**src/rtl/rwmf_pkg.sv**
```systemverilog
package rwmf_pkg;

  localparam logic CMD_LOAD  = 1'b0;
  localparam logic CMD_QUERY = 1'b1;

  localparam int CFG_DIM_W = 9;
  localparam int CFG_RAD_W = 2;
  localparam int COORD_W   = 8;
  localparam int CHAN_W    = 8;
  localparam int PIX_W     = 3 * CHAN_W;
  localparam int WCNT_W    = 6;

  // controller -> datapath
  typedef struct packed {
    logic wr_pix;    // write the load pixel into the frame store
    logic capture;   // latch query position and window setup
    logic scan;      // visit one window position
    logic shift;     // advance the sorted lists by one
    logic out_load;  // load the result register
  } rwmf_cmd_t;

  // datapath -> controller
  typedef struct packed {
    logic oor;
    logic scan_last;
    logic shift_done;
    logic out_free;
  } rwmf_stat_t;

endpackage

```
**src/rtl/rwmf_ctrl.sv**
```systemverilog
module rwmf_ctrl (
  input  logic                   clk_i,
  input  logic                   rst_ni,
  input  logic                   in_valid_i,
  input  logic                   cmd_i,
  output logic                   in_stall_o,
  input  rwmf_pkg::rwmf_stat_t   stat_i,
  output rwmf_pkg::rwmf_cmd_t    cmd_o
);

  localparam logic [2:0] S_IDLE  = 3'd0;
  localparam logic [2:0] S_SCAN  = 3'd1;
  localparam logic [2:0] S_DRAIN = 3'd2;
  localparam logic [2:0] S_SHIFT = 3'd3;
  localparam logic [2:0] S_OUT   = 3'd4;

  logic [2:0] state_q, state_d;

  assign in_stall_o = (state_q != S_IDLE);

  always_comb begin
    state_d = state_q;
    cmd_o   = '0;
    unique case (state_q)
      S_IDLE: begin
        if (in_valid_i) begin
          if (cmd_i == rwmf_pkg::CMD_LOAD) begin
            cmd_o.wr_pix = 1'b1;
          end else begin
            cmd_o.capture = 1'b1;
            state_d       = S_SCAN;
          end
        end
      end
      S_SCAN: begin
        if (stat_i.oor) begin
          state_d = S_OUT;
        end else begin
          cmd_o.scan = 1'b1;
          if (stat_i.scan_last) begin
            state_d = S_DRAIN;
          end
        end
      end
      S_DRAIN: begin
        // last frame store read lands in the sorters here
        state_d = S_SHIFT;
      end
      S_SHIFT: begin
        if (stat_i.shift_done) begin
          state_d = S_OUT;
        end else begin
          cmd_o.shift = 1'b1;
        end
      end
      S_OUT: begin
        if (stat_i.out_free) begin
          cmd_o.out_load = 1'b1;
          state_d        = S_IDLE;
        end
      end
      default: begin
        state_d = S_IDLE;
      end
    endcase
  end

  always_ff @(posedge clk_i or negedge rst_ni) begin
    if (!rst_ni) begin
      state_q <= S_IDLE;
    end else begin
      state_q <= state_d;
    end
  end

endmodule

```
**config.mk**
```make
export PLATFORM = sky130hd
export DESIGN_NAME = rwmf_ctrl
export DESIGN_NICKNAME = d
export VERILOG_FILES = /design/src/rtl/rwmf_pkg.sv /design/src/rtl/rwmf_ctrl.sv
export SDC_FILE = /design/constraint.sdc
export NUM_CORES = 1
export LEC_CHECK = 0
export BUFFER_PORTS_ARGS = -buffer_cell sky130_fd_sc_hd__buf_2
export CORE_AREA = 2 2 39 41
export CTS_CLUSTER_SIZE = 20
export DETAILED_ROUTE_END_ITERATION = 7
export DIE_AREA = 0 0 41 43
export HOLD_SLACK_MARGIN = 0.08
export PLACE_DENSITY = 0.36
export SYNTH_ARGS = -nofsm -noshare
export SYNTH_HDL_FRONTEND = slang
export SYNTH_SLANG_ARGS = --single-unit
```
**constraint.sdc**
```tcl
create_clock -name clk_i -period 2.2 [get_ports clk_i]
set_input_delay 0.44 -clock clk_i [delete_from_list [all_inputs] [get_ports clk_i]]
set_output_delay 0.44 -clock clk_i [all_outputs]
set_load 0.1 [all_outputs]
```
==> flow_summary.ini <==
[place]
io_buffer_count = 13
pre_cts_ws_ns = 0.367
place.gp.congestion = 0.711
dpl.hpwl_um = 438

[critical_path]
crit_family = simple AND/OR/NAND/NOR gates
critical_path_buf_inv_count = 1
r2r_cells = 3
cp_slowest_cell = dfrtp_1
cp_max_fo = 8
cp-end-kind = primary output
crit_required_ns = 1.76
startpoint_type = register
worstSetupPathType = reg2out
worstPathArrival_ns = 1.64
cpPeakStageDelay_ns = 0.45
crit_cells = 3
cp_cell_sequence = or3_4 > nor2_2 > buf_2

[synthesis]
synth_cell_types = 17
yosys_warnings = 0
synth_seq_cells = 3
synth_area_per_cell_sq_um = 8.76
synthCells = 24
syn_area_sq_um = 210
syn_nets = 32
synth_seq_area_share_pct = 35.7

[sta]
fin_crit_sh_pct = 94.5
hold_viol_final = 0
rsz0062_at_grt = false
setup_tns_ns = 0
maxSlewViolCount = 0
fin_crit_ns = 2.08
timing.slew.headroom_pct = 67.9
setup_viol = 0
hold_ws_ns = 0.415
worst_slack_ns = 0.121
clock.fmax_ghz = 0.481
finClkSkew_ns = 0.000101
worst_pin_slew_ns = 0.485

[die]
dieHeight_um = 43
initial_core_util_pct = 15.2
core.rowCount = 14
coreArea_sq_um = 1380
die_area_sq_um = 1760
die_x_um = 41
io_pins = 14

[global_route]
use_met3_pct = 1.57
grt_first_pass_wirelength_um = 890
use_met2_pct = 11.6
grt_usage_pct = 7.65
grt_pass1_vias = 246
grt_use_met1_pct = 7.79
antenna_found_initial = 0
grt_busiest_layer = met2
grt_max_degree = 9
grt-ovfl-total = 0

[final_layout]
drive_above_1_share_pct = 50.0
regArea_sq_um = 75.1
multi_input_area_sq_um = 149
top_regs = state_q: 3 flops
final_common_cell = buf_2
n_antenna_cell = 0
nets = 51
fill_cells = 150
top_register = state_q
final_util_pct = 26.0
area_growth_pct = 71.4
final_cell_mix = 12 x buf_2, 3 x clkbuf_4, 3 x dfrtp_1
largest_reg_flops = 3

[routing]
num_vias = 244
antenna_left = 0
drc_errors = 0
firstDrtPassIters = 3
via_per_inst = 4.21
first_iter_violations = 4
wl_per_cell_um = 9.88
routed_wirelength_um = 573

[clock_network]
clk_pin_slew_worst_paths_ns = 0.04
clock-sinks = 3
max-clock-path-buffers = 2
htreeDepth = 1
cts_root_buf = clkbuf_4
cts_tree = yes
cts-buffers-inserted = 3
insertion_delay_ns = 0.23

[hold_path]
whs_path_depth = 2
hp-class = in2reg

[run_status]
status = complete, no violations

[flow_run]
cap_violations = 0
## final cells by class
cell class / instances / area share, %
sequential: 3 / 20.8
multi-input combinational: 21 / 41.3
timing repair buffer: 14 / 25.0
tap: 16 / 5.56
clock buffer: 4 / 7.29
## final timing paths
kind | startpoint | end | slack (ns)
setup / recovery | state_q[1]$_DFFE_PN0P_ | cmd_o[3] | 0.12
setup reg to reg | state_q[1]$_DFFE_PN0P_ | state_q[0]$_DFFE_PN0P_ | 1.02
max in group asynchronous | rst_ni | state_q[1]$_DFFE_PN0P_ | 1.56
hold / removal | stat_i[0] | state_q[2]$_DFFE_PN0P_ | 0.42
min in group asynchronous | rst_ni | state_q[0]$_DFFE_PN0P_ | 0.54
hold reg to reg | state_q[0]$_DFFE_PN0P_ | state_q[0]$_DFFE_PN0P_ | 0.57
## synth_stat cells
library cell  number  share of area (%)
a21o_1             2                7.1
a21oi_1            1                2.4
and2_1             1                3.0
and3_1             1                3.0
dfrtp_1            3                 36
nand2_1            2                3.6
nand2b_1           1                3.0
nor2_1             3                5.4
nor2b_1            1                3.0
nor2b_2            1                4.2
nor3_1             2                4.8
nor3b_1            1                3.6
nor3b_2            1                6.0
o21ai_0            1                2.4
o31ai_1            1                3.6
o32ai_1            1                4.2
or3_4              1                5.4
## routing by layer
| layer | part of all wire (%) | up-vias | wire, um |
|---|---|---|---|
| met5 | 0 | - | 0 |
| met4 | 0 | 0 | 0 |
| met3 | 6.6 | 0 | 38 |
| met2 | 53 | 7 | 304 |
| met1 | 40 | 113 | 230 |
| li1 | - | 124 | - |
## timing repair
item	4_1_cts	5_1_grt
endpoints found under the setup margin	0	0
gates resized for setup	0	0
buffers inserted	0	0
endpoints found under the hold margin	3	0
hold buffers	1	0
## metrics by stage
step                      instances  instance area, sq um
after floorplan                  24                   224
after global placement           53                   324
after detailed placement         53                   324
after CTS                        58                   360
after global routing             58                   360
final                            58                   360
## cell families (layout without fill, tap and decap cells)
| kind of cell | Yosys count | in the layout | share of synthesized area (%) |
|---|---|---|---|
| buf+inv | 0 | 18 | 0 |
| flops | 3 | 3 | 35.7 |
| compound gates | 6 | 6 | 19.6 |
| simple gates | 15 | 15 | 44.7 |
Power is not shown: default switching activity piles up to over one toggle a cycle in this logic, so the estimate is an artifact.
